==> src/hw/rtl/hrlp_pkg.sv <==
// shared types and constants for the http request line parser
// no dependencies; used by hrlp_tokenizer and http_request_line_parser

package hrlp_pkg;

	// character codes the parser looks for
	localparam logic [7:0] CH_SP = 8'h20;
	localparam logic [7:0] CH_CR = 8'h0D;
	localparam logic [7:0] CH_LF = 8'h0A;

	// byte position width and the value it saturates at
	localparam int unsigned IDX_W = 16;
	localparam logic [IDX_W-1:0] INDEX_CEIL = 16'hFFFF;

	// parse phase, one-hot
	typedef enum logic [10:0] {
		PH_METHOD_BEGIN  = 11'b000_0000_0001,
		PH_METHOD        = 11'b000_0000_0010,
		PH_URI_BEGIN     = 11'b000_0000_0100,
		PH_URI           = 11'b000_0000_1000,
		PH_VERSION_BEGIN = 11'b000_0001_0000,
		PH_VERSION       = 11'b000_0010_0000,
		PH_AFTER_CR      = 11'b000_0100_0000,
		PH_LINE_START    = 11'b000_1000_0000,
		PH_IN_LINE       = 11'b001_0000_0000,
		PH_BLANK_CR      = 11'b010_0000_0000,
		PH_DONE          = 11'b100_0000_0000
	} phase_t;

	// token marker codes
	typedef enum logic [2:0] {
		MK_NONE          = 3'd0,
		MK_METHOD_START  = 3'd1,
		MK_METHOD_END    = 3'd2,
		MK_URI_START     = 3'd3,
		MK_URI_END       = 3'd4,
		MK_VERSION_START = 3'd5,
		MK_VERSION_END   = 3'd6,
		MK_HEADERS_END   = 3'd7
	} marker_t;

	// result of one request byte
	typedef struct packed {
		logic [IDX_W-1:0] byte_index;
		logic [7:0]       out_byte;
		marker_t          marker;
		logic             complete;
	} result_t;

endpackage

==> src/hw/rtl/hrlp_tokenizer.sv <==
// parse phase and byte position registers with the per-byte next-state logic
// depends on hrlp_pkg

module hrlp_tokenizer (
	input  logic               clk,
	input  logic               arst_n,
	input  logic               step_en,
	input  logic [7:0]         data_byte,
	input  logic               restart,
	output hrlp_pkg::result_t  result
);

	hrlp_pkg::phase_t                 phase_q;
	hrlp_pkg::phase_t                 cur_phase;
	hrlp_pkg::phase_t                 nxt_phase;
	logic [hrlp_pkg::IDX_W-1:0]       pos_q;
	logic [hrlp_pkg::IDX_W-1:0]       cur_pos;
	logic [hrlp_pkg::IDX_W-1:0]       nxt_pos;
	logic [7:0]                       ob;
	hrlp_pkg::marker_t                mk;
	logic                             done;
	logic                             is_sp;
	logic                             is_cr;
	logic                             is_lf;

	// restart makes this byte the first of a new request
	assign cur_phase = restart ? hrlp_pkg::PH_METHOD_BEGIN : phase_q;
	assign cur_pos   = restart ? '0 : pos_q;
	assign nxt_pos   = (cur_pos != hrlp_pkg::INDEX_CEIL) ? cur_pos + 1'b1 : cur_pos;

	assign is_sp = (data_byte == hrlp_pkg::CH_SP);
	assign is_cr = (data_byte == hrlp_pkg::CH_CR);
	assign is_lf = (data_byte == hrlp_pkg::CH_LF);

	// phase transitions, markers and delimiter zeroing
	always_comb begin
		nxt_phase = cur_phase;
		ob        = data_byte;
		mk        = hrlp_pkg::MK_NONE;
		done      = 1'b0;
		unique case (cur_phase)
			hrlp_pkg::PH_METHOD_BEGIN: begin
				mk        = hrlp_pkg::MK_METHOD_START;
				nxt_phase = hrlp_pkg::PH_METHOD;
			end
			hrlp_pkg::PH_METHOD: begin
				if (is_sp) begin
					ob        = '0;
					mk        = hrlp_pkg::MK_METHOD_END;
					nxt_phase = hrlp_pkg::PH_URI_BEGIN;
				end
			end
			hrlp_pkg::PH_URI_BEGIN: begin
				mk        = hrlp_pkg::MK_URI_START;
				nxt_phase = hrlp_pkg::PH_URI;
			end
			hrlp_pkg::PH_URI: begin
				if (is_sp) begin
					ob        = '0;
					mk        = hrlp_pkg::MK_URI_END;
					nxt_phase = hrlp_pkg::PH_VERSION_BEGIN;
				end
			end
			hrlp_pkg::PH_VERSION_BEGIN: begin
				mk        = hrlp_pkg::MK_VERSION_START;
				nxt_phase = hrlp_pkg::PH_VERSION;
			end
			hrlp_pkg::PH_VERSION: begin
				if (is_cr) begin
					ob        = '0;
					mk        = hrlp_pkg::MK_VERSION_END;
					nxt_phase = hrlp_pkg::PH_AFTER_CR;
				end
			end
			hrlp_pkg::PH_AFTER_CR: begin
				if (is_lf)
					nxt_phase = hrlp_pkg::PH_LINE_START;
				else if (is_cr)
					nxt_phase = hrlp_pkg::PH_AFTER_CR;
				else
					nxt_phase = hrlp_pkg::PH_IN_LINE;
			end
			hrlp_pkg::PH_LINE_START: begin
				nxt_phase = is_cr ? hrlp_pkg::PH_BLANK_CR : hrlp_pkg::PH_IN_LINE;
			end
			hrlp_pkg::PH_IN_LINE: begin
				if (is_cr)
					nxt_phase = hrlp_pkg::PH_AFTER_CR;
			end
			hrlp_pkg::PH_BLANK_CR: begin
				if (is_lf) begin
					mk        = hrlp_pkg::MK_HEADERS_END;
					done      = 1'b1;
					nxt_phase = hrlp_pkg::PH_DONE;
				end else if (is_cr) begin
					nxt_phase = hrlp_pkg::PH_AFTER_CR;
				end else begin
					nxt_phase = hrlp_pkg::PH_IN_LINE;
				end
			end
			default: begin
				// headers closed: pass bytes through
				done      = 1'b1;
				nxt_phase = hrlp_pkg::PH_DONE;
			end
		endcase
	end

	assign result.byte_index = cur_pos;
	assign result.out_byte   = ob;
	assign result.marker     = mk;
	assign result.complete   = done;

	// state update once per request byte
	always_ff @(posedge clk or negedge arst_n) begin
		if (!arst_n) begin
			phase_q <= hrlp_pkg::PH_METHOD_BEGIN;
			pos_q   <= '0;
		end else if (step_en) begin
			phase_q <= nxt_phase;
			pos_q   <= nxt_pos;
		end
	end

	// a restarted byte sits at index zero, so the next one is at one
	a_restart_pos: assert property (@(posedge clk) disable iff (!arst_n)
		step_en && restart |=> pos_q == hrlp_pkg::IDX_W'(1))
		else $error("position not one after restart");

	// once done, the phase stays done until a restart
	a_done_holds: assert property (@(posedge clk) disable iff (!arst_n)
		step_en && !restart && phase_q == hrlp_pkg::PH_DONE |=>
		phase_q == hrlp_pkg::PH_DONE)
		else $error("parser left done without restart");

	// the position never wraps back to zero without a restart
	a_pos_no_wrap: assert property (@(posedge clk) disable iff (!arst_n)
		step_en && !restart && pos_q != '0 |=> pos_q != '0)
		else $error("byte position wrapped");

endmodule

==> src/hw/rtl/http_request_line_parser.sv <==
// top level of the http request line parser: input register, tokenizer, result register
// depends on hrlp_pkg and hrlp_tokenizer

// Parses an HTTP request one byte per request on the input channel and
// returns one result per byte: its saturating index, the byte (zeroed when
// it ends the method, URI or version), a token marker and the complete
// flag set from the final LF of the blank line onward. One byte is taken
// every clock cycle when the output side is not stalled. An accepted byte
// lands in the input register, and its result is loaded into the result
// register when that register is empty or its result is being taken. The
// parse phase and byte position are updated as that result is loaded, by a
// single compare-and-select step. Raise restart with the first byte of a
// new request.

module http_request_line_parser (
	input  logic        clk,
	input  logic        arst_n,
	input  logic        in_valid,
	output logic        in_stall,
	input  logic [7:0]  data_byte,
	input  logic        restart,
	output logic        out_valid,
	input  logic        out_stall,
	output logic [15:0] byte_index,
	output logic [7:0]  out_byte,
	output logic [2:0]  marker,
	output logic        complete
);

	logic              valid_s1;
	logic [7:0]        data_s1;
	logic              restart_s1;
	logic              out_valid_q;
	hrlp_pkg::result_t result_q;
	hrlp_pkg::result_t step_res;
	logic              advance;
	logic              step_en;

	// result register can load when empty or being taken
	assign advance  = !out_valid_q || !out_stall;
	assign step_en  = valid_s1 && advance;
	assign in_stall = valid_s1 && !advance;

	// input register
	always_ff @(posedge clk or negedge arst_n) begin
		if (!arst_n) begin
			valid_s1 <= 1'b0;
		end else if (!in_stall) begin
			valid_s1 <= in_valid;
		end
	end

	always_ff @(posedge clk) begin
		if (in_valid && !in_stall) begin
			data_s1    <= data_byte;
			restart_s1 <= restart;
		end
	end

	hrlp_tokenizer u_tokenizer (
		.clk       (clk),
		.arst_n    (arst_n),
		.step_en   (step_en),
		.data_byte (data_s1),
		.restart   (restart_s1),
		.result    (step_res)
	);

	// result register
	always_ff @(posedge clk or negedge arst_n) begin
		if (!arst_n) begin
			out_valid_q <= 1'b0;
		end else if (advance) begin
			out_valid_q <= valid_s1;
		end
	end

	always_ff @(posedge clk) begin
		if (step_en) begin
			result_q <= step_res;
		end
	end

	assign out_valid  = out_valid_q;
	assign byte_index = result_q.byte_index;
	assign out_byte   = result_q.out_byte;
	assign marker     = result_q.marker;
	assign complete   = result_q.complete;

	// input side only backs up when both stages hold a request
	a_stall_full: assert property (@(posedge clk) disable iff (!arst_n)
		in_stall |-> valid_s1 && out_valid_q)
		else $error("input stalled with room in the pipeline");

	// token-ending delimiters go out as zero
	a_end_zero: assert property (@(posedge clk) disable iff (!arst_n)
		out_valid && (marker == hrlp_pkg::MK_METHOD_END || marker == hrlp_pkg::MK_URI_END
		|| marker == hrlp_pkg::MK_VERSION_END) |-> out_byte == 8'h00)
		else $error("token end byte not zeroed");

	// headers end marker comes with complete
	a_hdr_end_complete: assert property (@(posedge clk) disable iff (!arst_n)
		out_valid && marker == hrlp_pkg::MK_HEADERS_END |-> complete)
		else $error("headers end without complete");

endmodule
==> config.mk <==
export PLATFORM = sky130hd
export DESIGN_NAME = http_request_line_parser
export DESIGN_NICKNAME = d
export VERILOG_FILES = /design/src/hw/rtl/hrlp_pkg.sv /design/src/hw/rtl/hrlp_tokenizer.sv /design/src/hw/rtl/http_request_line_parser.sv
export SDC_FILE = /design/constraint.sdc
export NUM_CORES = 1
export LEC_CHECK = 0
export BUFFER_PORTS_ARGS = -buffer_cell sky130_fd_sc_hd__buf_2
export CAP_MARGIN = 20
export CORE_MARGIN = 2
export CORE_UTILIZATION = 50
export CTS_CLUSTER_SIZE = 28
export DETAILED_ROUTE_END_ITERATION = 7
export PLACE_DENSITY = 0.71
export SKIP_LAST_GASP = 1
export SYNTH_ARGS = -nofsm -noshare
export SYNTH_HDL_FRONTEND = slang
export SYNTH_SLANG_ARGS = --single-unit
==> constraint.sdc <==
create_clock -name clk -period 2.6 [get_ports clk]
set_clock_uncertainty 0.05 [all_clocks]
set_input_delay 0.78 -clock clk [delete_from_list [all_inputs] [get_ports clk]]
set_output_delay 0.78 -clock clk [all_outputs]
set_load 0.02 [all_outputs]
==> parameters.txt, run 1 <==
Parameter                              Value

Run status
  Outcome ... finished clean

Clock tree
  Number of hold buffers added after cts ... 0
  Clock tree sinks ... 66
  Depth of the CTS H-tree ... 3
  TritonCTS clock tree ... yes
  Clk root buf ... sky130_fd_sc_hd__clkbuf_8
  TritonCTS Buffers ... 9
  Post-CTS repair timing setup buffer count ... 0
  Buffer depth of the longest clock path ... 2
  Number of gates given a new drive strength after cts ... 0
  Clock transition time at the flip-flop clock pins of the worst setup and hold paths ... 0.07 ns
  Later-pin clock latency in the skew report ... 0.34 ns

Critical path
  Worst reg2reg path endpoint ... complete$_DFFE_PP_
  Crit path capture type ... register
  Startpoint Class ... register
  Ordered list of cells on the worst path ... buf_4, nor3_1, nand3_2, a2111oi_0, or4b_1, nand2_1
  Largest fanout of any net on the critical path ... 29
  Startpoint of the worst-slack reg-to-reg timing path ... restart_s1$_DFFE_PP_
  Critical-path cell with the highest stage delay ... sky130_fd_sc_hd__a2111oi_0
  Flop2flop setup slack ... 0.21 ns
  Cell family contributing the most delay on the critical path ... simple AND/OR/NAND/NOR gates
  Arrival time at the worst endpoint ... 2.43 ns
  Buffers plus inverters on the worst setup path ... 1
  Type of the worst setup path ... reg -> reg
  Required time of the critical path ... 2.64 ns
  Slowest stage delay, CP ... 0.47 ns
  Worst Reg2Reg Path Length in Cells ... 6

Synth
  Post-synthesis cell area ... approximately 3100 um2
  Cell count after synthesis ... approximately 280
  Mean post-synth cell area ... 11.2 um2
  Synthesized Nets ... 295
  Number of flops mapped to enable cells by yosys ... 37
  Top FF cell, synth ... sky130_fd_sc_hd__edfxtp_1
  Synth cell types ... 57
  Number of warnings issued by yosys ... 0
  #FFs+latches synth ... 66
  Sequential cell area fraction in the yosys report ... 0.584
  Share of async-settable or async-resettable flops after synthesis ... 0.439

Power and ir drop
  Sw power ... ~0.60 mW
  Share of power burned in combinational logic ... 0.123
  Power density over cell area ... 637 nW/um2
  Internal ... 1.68 mW
  Net switching fraction of the power ... 0.264
  Maximum vdd ir drop ... approximately 0.00038 V
  Standby leakage power ... 1.49 nW
  Overall Power ... 2.28 mW
  Relative contribution of sequential cells to total power ... 0.541
  Clock network fraction of design power ... 0.335

Finish
  Antenna fix cells ... 0
  Number of nets in the final layout ... 335
  Post-layout util ... 0.597
  Area growth from synthesis to layout ... 13.6%
  Share of post-route cells with drive strength above 1 ... 0.221
  Post-route cell area ... 3580 um2

Routing
  Routed wire length ... 6380 um
  First-pass DRT Iterations ... 5
  DRC Markers ... 0
  Number of design-rule violations left by the first detailed-router iteration ... 195
  Total vias in the final route ... 2307
  Antenna-violating nets left ... 0
  Wire length per cell ... 15.9 um
  Mean number of vias per cell ... 5.75

Timing
  Setup TNS Final ... 0 ns
  Clock period minus worst slack ... 2.39 ns
  Number of endpoints with negative hold slack in the final report ... 0
  Slew HR ... 0.516
  RSZ-0062 raised after global routing ... false
  Transition at the pin with the smallest max-transition slack ... 0.727 ns
  Smallest hold slack ... 0.441 ns
  Final Setup Violations ... 0
  Final-report max-slew violation count ... 0
  Maximum clock frequency ... between 400 and 500 MHz
  Share of the clock period used by the worst path ... 0.919

Global routing
  Number of global-route vias before repair ... 2173
  Antenna violations before repair ... 0
  All-Layer GR Usage ... 0.193
  Largest net degree at the start of global routing ... 30
  Global-route wire length before repair ... 10500 um
  Overflow left after global routing ... 0

Place
  Number of I/O port buffers ... 42
  DP Wirelength ... ~4400 um
  Placed cell areas ... 3400 um2
  Placer congestion estimate ... 0.913

Floorplan
  Horizontal die dimension ... 83.3 um
  Overall die area ... 6950 um2
  Die extent in y ... 83.3 um
  I/O pin count ... 43
  Core Box Area ... 5990 um2
  Initial Util ... 0.525
  Floorplan row count ... 28

Hold path
  Hold depth ... 0
  Worst Hold Launch ... data_s1[6]$_DFFE_PP_
  Tightest Hold Check Type ... reg -> reg
  Endpoint of the worst hold-timing path ... out_byte[6]$_DFFE_PP_

Flow run
  Number of maximum-capacitance violations ... 0
-- how the worst max path moves through the flow --
stage,cells past startpoint,slack (ns),from,to
4_1_cts,6,0.24,restart_s1$_DFFE_PP_,complete$_DFFE_PP_
2_1_floorplan,9,0.24,restart_s1$_DFFE_PP_,u_tokenizer.pos_q[13]$_DFFE_PN0P_
6_report,6,0.21,restart_s1$_DFFE_PP_,complete$_DFFE_PP_
3_5_place_dp,6,0.25,restart_s1$_DFFE_PP_,complete$_DFFE_PP_
5_1_grt,6,0.14,restart_s1$_DFFE_PP_,complete$_DFFE_PP_
3_3_place_gp,6,0.34,restart_s1$_DFFE_PP_,complete$_DFFE_PP_
-- per-stage QoR --
step	cells	setup WS, ns
after detailed placement	385	0.252
after CTS	401	0.240
final	401	0.209
after global routing	401	0.139
after global placement	385	0.337
after floorplan	281	0.243
-- layout make-up --
type / count / area, um2
Clock inverter: 3 / 15.0
Tap cell: 75 / 93.8
Multi-Input combinational cell: 187 / 1180
Inverter: 9 / 36.3
Sequential cell: 66 / 1840
Clock buffer: 13 / 159
Timing Repair Buffer: 48 / 255
Fill cell: 504 / 2410
-- flip-flops by register name, summed over array words and instances (netlist names) --
name / flops
restart_s1: 1
u_tokenizer.phase_q: 11
out_byte: 8
data_s1: 8
byte_index: 16
valid_s1: 1
u_tokenizer.pos_q: 16
complete: 1
marker: 3
out_valid: 1
-- cells in the final DEF (no fill, tap or decap), types with 6 or more instances in the layout --
| cell | Yosys | routed |
|---|---|---|
| sky130_fd_sc_hd__buf_2 | 2 | 42 |
| sky130_fd_sc_hd__edfxtp_1 | 37 | 37 |
| sky130_fd_sc_hd__nand2_1 | 29 | 29 |
| sky130_fd_sc_hd__dfrtp_1 | 28 | 28 |
| sky130_fd_sc_hd__nor2_1 | 22 | 22 |
| sky130_fd_sc_hd__nor2b_1 | 19 | 19 |
| sky130_fd_sc_hd__clkbuf_8 | 0 | 11 |
| sky130_fd_sc_hd__nor3_1 | 9 | 9 |
| sky130_fd_sc_hd__inv_1 | 8 | 8 |
| sky130_fd_sc_hd__nor4_1 | 8 | 8 |
| sky130_fd_sc_hd__nand3_1 | 7 | 7 |
| sky130_fd_sc_hd__nand4_1 | 7 | 7 |
| sky130_fd_sc_hd__o21ai_1 | 7 | 7 |
| sky130_fd_sc_hd__xnor2_1 | 6 | 6 |
| sky130_fd_sc_hd__buf_4 | 0 | 6 |
-- power by group through the flow --
stage	Clock, mW	Sequential [mW]	Combinational, mW
after floorplan	0	1.28	0.148
after global placement	0	1.25	0.275
after detailed placement	0	1.25	0.281
after CTS	0.779	1.23	0.282
after global routing	0.826	1.24	0.309
final	0.764	1.23	0.281
-- metal layers --
layer  up-vias  part of all wire  track usage
li1       1112                 -            -
met1      1083              0.48        0.268
met2       101              0.45        0.287
met3        11             0.061       0.0646
met4         0             0.016       0.0626
met5         -                 0            0
-- cell families (layout without fill, tap and decap cells) --
family,after synthesis,count (layout),synth area share
buffers and inverters,28,73,0.0417
AO/OA/AOI/OAI,41,41,0.0910
adder cells (fa/ha/maj),1,1,0.00397
XOR/XNOR,10,10,0.0278
multiplexers,7,7,0.0231
AND/OR/NAND/NOR,128,128,0.229
flip-flops,66,66,0.584
-- synth_stat cells (all sizes together) (7+ instances only) --
cell | number | area share
edfxtp | 37 | 0.35
nand2 | 29 | 0.035
dfrtp | 28 | 0.22
nor2 | 22 | 0.026
nor2b | 19 | 0.038
clkbuf | 13 | 0.016
o21ai | 11 | 0.017
nor3 | 10 | 0.019
inv | 9 | 0.012
nand3 | 8 | 0.014
nor4 | 8 | 0.016
nand4 | 7 | 0.014
(Power assumes the default switching activity.)
==> run 2: changes to the inputs <==
--- a/config.mk
+++ b/config.mk
@@ -5,13 +5,12 @@
 export SDC_FILE = /design/constraint.sdc
 export NUM_CORES = 1
 export LEC_CHECK = 0
-export BUFFER_PORTS_ARGS = -buffer_cell sky130_fd_sc_hd__buf_2
 export CAP_MARGIN = 20
 export CORE_MARGIN = 2
 export CORE_UTILIZATION = 50
 export CTS_CLUSTER_SIZE = 28
 export DETAILED_ROUTE_END_ITERATION = 7
-export PLACE_DENSITY = 0.71
+export DONT_BUFFER_PORTS = 1
 export SKIP_LAST_GASP = 1
 export SYNTH_ARGS = -nofsm -noshare
 export SYNTH_HDL_FRONTEND = slang
==> parameters.txt, run 2 (synthesized netlist as in run 1, its figures left out) <==
Parameter                              Value

Hold path
  Tightest Hold Check Type ... in -> async

Timing
  Maximum clock frequency ... 457 MHz (+9.2%)
  Share of the clock period used by the worst path ... 0.842 (-0.0776)
  Clock period minus worst slack ... 2.19 ns (-0.202 ns)
  Worst-case setup margin in the final layout ... 0.411 ns (+0.202 ns)
  Transition at the pin with the smallest max-transition slack ... 0.518 ns (-0.209 ns)
  Smallest hold slack ... 0.0768 ns (-0.364 ns)
  Slew HR ... 0.646 (+0.130)
  Setup TNS Final ... 0 ns (unchanged)
  Number of endpoints with negative hold slack in the final report ... 0 (unchanged)
  RSZ-0062 raised after global routing ... false
  Final-report max-slew violation count ... 0 (unchanged)
  Final Setup Violations ... 0 (unchanged)

Global routing
  Global-route wire length before repair ... 10200 um (-2.2%)
  All-Layer GR Usage ... 0.187 (-0.00550)
  Largest net degree at the start of global routing ... 32 (+6.7%)
  Number of global-route vias before repair ... 2124 (-2.3%)
  Overflow left after global routing ... 0 (unchanged)
  Antenna violations before repair ... 0 (unchanged)

Finish
  Share of post-route cells with drive strength above 1 ... 0.109 (-0.112)
  Top library cells by usage in the layout, fill and taps aside ... sky130_fd_sc_hd__edfxtp_1 (37), sky130_fd_sc_hd__nand2_1 (29), sky130_fd_sc_hd__dfrtp_1 (28)
  Number of nets in the final layout ... 293 (-13%)
  Final Instance Count excl. Fillers ... 359 (-10%)
  Leading cell type in the layout, fill and taps excluded ... sky130_fd_sc_hd__edfxtp_1
  Area growth from synthesis to layout ... 8.66%
  Post-layout util ... 0.571 (-0.0259)
  Post-route cell area ... 3420 um2 (-4.3%)
  Fill cell count ... 526 (+4.4%)
  Antenna fix cells ... 0 (unchanged)

Floorplan
  Floorplan row count ... 28 (unchanged)
  Horizontal die dimension ... 83.3 um (unchanged)
  Initial Util ... 0.525 (unchanged)
  I/O pin count ... 43 (unchanged)
  Core Box Area ... 5990 um2 (unchanged)
  Die extent in y ... 83.3 um (unchanged)
  Overall die area ... 6950 um2 (unchanged)

Routing
  Met3 routed wirelength ... 295 um (-25%)
  Mean number of vias per cell ... 5.92 (+2.8%)
  Routed wire length ... 6160 um (-3.4%)
  DRC Markers ... 0 (unchanged)
  Detailed-routed wire length on met2 ... 2810 um (-1.2%)
  First-pass DRT Iterations ... 5 (unchanged)
  Wire length per cell ... 17.2 um (+7.9%)
  Number of design-rule violations left by the first detailed-router iteration ... 187 (-4.1%)
  Antenna-violating nets left ... 0 (unchanged)
  Highest metal layer used by the detailed router ... met4
  Total vias in the final route ... 2124 (-7.9%)
  Met1 Wirelength ... 2930 um (-3.4%)

Critical path
  Arrival time at the worst endpoint ... 2.37 ns (-0.06 ns)
  Type of the worst setup path ... reg -> reg
  Worst Reg2Reg Path Length in Cells ... 8 (+2)
  Crit path capture type ... register
  Startpoint Class ... register
  Required time of the critical path ... 2.78 ns (+0.14 ns)
  Largest fanout of any net on the critical path ... 31 (+6.9%)

Run status
  Outcome ... finished clean

Power and ir drop
  Overall Power ... 2.40 mW (+5.4%)
  Power density over cell area ... 702 nW/um2 (+10%)
  Standby leakage power ... 1.33 nW (-11%)
  Maximum vdd ir drop ... 0.000409 V (+8.5%)

Place
  Post-Place Cells ... 343 (-11%)
  Post-placement worst setup slack ... 0.411 ns (+0.159 ns)
  Placer congestion estimate ... 0.869 (-4.7%)
  Number of I/O port buffers ... 0 (-100%)
  Placed cell areas ... 3200 um2 (-5.8%)
  DP Wirelength ... 4210 um (-4.6%)

Clock tree
  Depth of the CTS H-tree ... 3 (unchanged)
  Number of hold buffers added after cts ... 0 (unchanged)
  TritonCTS Buffers ... 9 (unchanged)
  Later-pin clock latency in the skew report ... 0.34 ns (about the same)
  Clock tree sinks ... 66 (unchanged)
  Buffer depth of the longest clock path ... 2 (unchanged)
  Number of gates given a new drive strength after cts ... 0 (unchanged)
  Clock transition time at the flip-flop clock pins of the worst setup and hold paths ... 0.08 ns (about the same)
  Post-CTS repair timing setup buffer count ... 0 (unchanged)
  TritonCTS clock tree ... yes
  Clk root buf ... sky130_fd_sc_hd__clkbuf_8

Flow run
  Number of maximum-capacitance violations ... 0 (unchanged)
-- run 2: cell count changes in the layout (fill, tap and decap cells not counted), moves of 2 or more --
cell                         previous run  this run
sky130_fd_sc_hd__clkbuf_8              11         9
sky130_fd_sc_hd__clkinv_2               3         1
sky130_fd_sc_hd__clkbuf_1               2         0
sky130_fd_sc_hd__buf_2                 42         0
sky130_fd_sc_hd__bufinv_16              0         2
sky130_fd_sc_hd__clkinvlp_4             0         2
-- run 2: where the power goes --
part | internal, mW | switching, mW
clock | 0.538 | 0.395
sequential | 1.19 | 0.0921
combinational | 0.0669 | 0.121
total | 1.79 | 0.607
-- run 2: final timing paths --
kind,from,slack (ns),to
max,restart_s1$_DFFE_PP_,0.41,u_tokenizer.pos_q[13]$_DFFE_PN0P_
min,arst_n,0.08,u_tokenizer.phase_q[3]$_DFFE_PN0P_
max reg2reg,restart_s1$_DFFE_PP_,0.41,u_tokenizer.pos_q[13]$_DFFE_PN0P_
min reg2reg,data_s1[7]$_DFFE_PP_,0.44,out_byte[7]$_DFFE_PP_
max in group asynchronous,arst_n,2.25,u_tokenizer.phase_q[0]$_DFFE_PN1P_
min in group clk,data_s1[7]$_DFFE_PP_,0.44,out_byte[7]$_DFFE_PP_
-- run 2: per-layer routing --
layer / vias up / track usage
li1: 1029 / -
met1: 1024 / 0.259
met2: 59 / 0.279
met3: 12 / 0.0457
met4: 0 / 0.0879
met5: - / 0
-- run 2: worst max-delay path, cell delays in order, from the launching register on --
cell and delay (ns):
sky130_fd_sc_hd__edfxtp_1 0.37, sky130_fd_sc_hd__buf_12 0.18, sky130_fd_sc_hd__nor2b_1 0.08, sky130_fd_sc_hd__ha_1 0.23
sky130_fd_sc_hd__and2_1 0.15, sky130_fd_sc_hd__and2_1 0.18, sky130_fd_sc_hd__a2111oi_0 0.52, sky130_fd_sc_hd__mux2i_1 0.24
sky130_fd_sc_hd__nand2_1 0.06
-- run 2: area by class of cell --
type / count / area, um2 / share of cell area
inverters: 9 / 36.3 / 0.0106
flip-flops and latches: 66 / 1840 / 0.537
clock inverters: 7 / 92.6 / 0.0271
multi-input cells: 187 / 1180 / 0.345
clock buffers: 9 / 124 / 0.0362
repair buffers: 6 / 57.6 / 0.0168
well taps: 75 / 93.8 / 0.0274
==> run 3: changes to the inputs <==
--- a/config.mk
+++ b/config.mk
@@ -11,6 +11,7 @@
 export CTS_CLUSTER_SIZE = 28
 export DETAILED_ROUTE_END_ITERATION = 7
 export DONT_BUFFER_PORTS = 1
+export PLACE_DENSITY = 0.68
 export SKIP_LAST_GASP = 1
 export SYNTH_ARGS = -nofsm -noshare
 export SYNTH_HDL_FRONTEND = slang
==> constraint.sdc (replaced) <==
create_clock -name clk -period 1.8 [get_ports clk]
set_clock_uncertainty 0.05 [all_clocks]
set_input_delay 0.54 -clock clk [delete_from_list [all_inputs] [get_ports clk]]
set_output_delay 0.54 -clock clk [all_outputs]
set_load 0.02 [all_outputs]
==> parameters.txt, run 3 (synthesized netlist as in run 1, its figures left out) <==
Parameter                              Value

Run status
  Outcome ... complete, but fails checks
  Violations in the final reports ... setup timing

Critical path
  Buffers plus inverters on the worst setup path ... 3 (+2)
  Startpoint Class ... register
  Crit path capture type ... register
  Total number of cells along the worst setup path ... 10 (+2)
  Slowest stage delay, CP ... 0.45 ns (-0.07 ns)
  Ordered list of cells on the worst path ... buf_12, nor2b_4, ha_4, and2_4, nand4_1, buf_4, buf_6, nor2_4, nand2_1, a32o_1
  Arrival time at the worst endpoint ... 2.18 ns (-0.19 ns)
  Cell family contributing the most delay on the critical path ... simple AND/OR/NAND/NOR gates
  Worst Reg2Reg Path Length in Cells ... 10 (+2)
  Required time of the critical path ... 1.98 ns (-0.80 ns)
  Type of the worst setup path ... reg -> reg
  Critical-path cell with the highest stage delay ... sky130_fd_sc_hd__edfxtp_1
  Largest fanout of any net on the critical path ... 7 (-77%)

Global routing
  Number of global-route vias before repair ... 2463 (+16%)
  Global Route met3 Usage ... 0.0656 (+0.0199)
  Fraction of met2 tracks used by global routing ... 0.341 (+0.0616)
  GRT busiest layer ... met2
  Antenna violations before repair ... 0 (unchanged)
  All-Layer GR Usage ... 0.217 (+0.0292)
  Overflow left after global routing ... 0 (unchanged)
  Largest net degree at the start of global routing ... 30 (-6.3%)
  Global-route met1 utilization ... 0.275 (+0.0162)
  Global-route wire length before repair ... 11700 um (+14%)

Finish
  Antenna fix cells ... 0 (unchanged)
  Share of post-route cells with drive strength above 1 ... 0.411 (+0.302)
  Number of nets in the final layout ... 374 (+28%)
  Area growth from synthesis to layout ... 39.3%
  Top library cells by usage in the layout, fill and taps aside ... sky130_fd_sc_hd__buf_4 (75), sky130_fd_sc_hd__edfxtp_1 (37), sky130_fd_sc_hd__nand2_1 (28)
  Leading cell type in the layout, fill and taps excluded ... sky130_fd_sc_hd__buf_4
  Post-route cell area ... 4390 um2 (+28%)
  Fill cell count ... 374 (-29%)

Floorplan
  Core Box Area ... 5990 um2 (unchanged)
  Overall die area ... 6950 um2 (unchanged)
  Initial Util ... 0.525 (unchanged)
  Die extent in y ... 83.3 um (unchanged)
  I/O pin count ... 43 (unchanged)
  Horizontal die dimension ... 83.3 um (unchanged)
  Floorplan row count ... 28 (unchanged)

Place
  Placer congestion estimate ... 0.917 (+5.5%)
  Placed cell areas ... 3740 um2 (+17%)
  Number of I/O port buffers ... 0 (unchanged)
  Post-placement worst setup slack ... -0.138 ns (-0.549 ns)
  DP Wirelength ... 4800 um (+14%)

Routing
  DRC Markers ... 0 (unchanged)
  Mean number of vias per cell ... 5.67 (-4.2%)
  Routed wire length ... 7560 um (+23%)
  Antenna-violating nets left ... 0 (unchanged)
  First-pass DRT Iterations ... 4 (-1)
  Wire length per cell ... 17.2 um (+0.11%)
  Total vias in the final route ... 2493 (+17%)
  Number of design-rule violations left by the first detailed-router iteration ... 195 (+4.3%)

Clock tree
  Clock tree sinks ... 66 (unchanged)
  Clk root buf ... sky130_fd_sc_hd__clkbuf_8
  TritonCTS Buffers ... 9 (unchanged)
  TritonCTS clock tree ... yes
  Later-pin clock latency in the skew report ... 0.35 ns (about the same)
  Buffer depth of the longest clock path ... 2 (unchanged)
  Depth of the CTS H-tree ... 3 (unchanged)
  Clock transition time at the flip-flop clock pins of the worst setup and hold paths ... 0.07 ns (about the same)

Hold path
  Hold depth ... 0
  Tightest Hold Check Type ... in -> reg

Timing
  Slew HR ... 0.746 (+0.100)
  RSZ-0062 raised after global routing ... true
  Setup TNS Final ... -2.15 ns (-2.15 ns)
  Transition at the pin with the smallest max-transition slack ... 0.377 ns (-0.140 ns)
  Clock period minus worst slack ... 1.99 ns (-0.195 ns)
  Final-report max-slew violation count ... 0 (unchanged)
  Worst-case setup margin in the final layout ... -0.194 ns (-0.605 ns)
  Number of endpoints with negative hold slack in the final report ... 0 (unchanged)
  Maximum clock frequency ... 502 MHz (+9.8%)
  Smallest hold slack ... 0.242 ns (+0.165 ns)
  Share of the clock period used by the worst path ... 1.11 (+0.266)
  Final Setup Violations ... 27 (+27)

Power and ir drop
  Overall Power ... 3.63 mW (+51%)
  Maximum vdd ir drop ... 0.000731 V (+79%)
  Power density over cell area ... 828 nW/um2 (+18%)
  Standby leakage power ... 1.79 nW (+35%)

Flow run
  Number of maximum-capacitance violations ... 0 (unchanged)
[run 3: worst paths after layout]
path	from	slack (ns)	endpoint
min in group asynchronous	arst_n	0.60	u_tokenizer.phase_q[10]$_DFFE_PN0P_
worst min register to register	u_tokenizer.pos_q[4]$_DFFE_PN0P_	0.45	u_tokenizer.pos_q[4]$_DFFE_PN0P_
worst min-delay path	data_byte[4]	0.24	data_s1[4]$_DFFE_PP_
worst max-delay path	restart_s1$_DFFE_PP_	-0.19	u_tokenizer.pos_q[12]$_DFFE_PN0P_
max in group asynchronous	arst_n	0.87	u_tokenizer.phase_q[0]$_DFFE_PN1P_
worst max register to register	restart_s1$_DFFE_PP_	-0.19	u_tokenizer.pos_q[12]$_DFFE_PN0P_
[run 3: through the flow]
| stage | cells | utilization |
|---|---|---|
| 5_1_grt | 440 | 0.732 |
| 4_1_cts | 430 | 0.679 |
| 3_3_place_gp | 407 | 0.624 |
| 6_report | 440 | 0.732 |
| 2_1_floorplan | 281 | - |
| 3_5_place_dp | 407 | 0.624 |
[run 3: power breakdown]
group | total, mW | internal (mW) | switching [mW] | leakage [nW]
Sequential | 1.83 | 1.72 | 0.114 | 0.745
Combinational | 0.619 | 0.309 | 0.310 | 0.955
Clock | 1.18 | 0.638 | 0.543 | 0.0853
Total | 3.63 | 2.67 | 0.967 | 1.79
[run 3: repair_timing]
item / 4_1_cts / 5_1_grt
hold buffers: 2 / 0
gates resized for setup: 18 / 45
setup endpoints to repair: 28 / 32
buffers inserted: 6 / 11
hold endpoints to repair: 29 / 0
cloned: 0 / 1
pin swaps: 9 / 18
[run 3: cell type report]
| cell class | instances | area [um2] | share of cell area |
|---|---|---|---|
| Sequential cell | 66 | 1840 | 0.420 |
| Multi-Input combinational cell | 187 | 1480 | 0.338 |
| Timing Repair Buffer | 87 | 741 | 0.169 |
| Clock buffer | 13 | 139 | 0.0317 |
| Tap cell | 75 | 93.8 | 0.0214 |
| Inverter | 9 | 48.8 | 0.0111 |
| Clock inverter | 3 | 41.3 | 0.00941 |
[run 3: worst register-to-register path: stages, from the launching register on]
cell and delay [ns]:
sky130_fd_sc_hd__edfxtp_1 0.45, sky130_fd_sc_hd__buf_12 0.18, sky130_fd_sc_hd__nor2b_4 0.14, sky130_fd_sc_hd__ha_4 0.14, sky130_fd_sc_hd__and2_4 0.13, sky130_fd_sc_hd__nand4_1 0.13, sky130_fd_sc_hd__buf_4 0.17, sky130_fd_sc_hd__buf_6 0.12
sky130_fd_sc_hd__nor2_4 0.10, sky130_fd_sc_hd__nand2_1 0.07, sky130_fd_sc_hd__a32o_1 0.22
[run 3: routing by layer]
layer | routed length [um] | part of all wire
met1 | 3250 | 0.43
met3 | 465 | 0.062
met2 | 3660 | 0.48
met4 | 175 | 0.023
met5 | 0 | 0
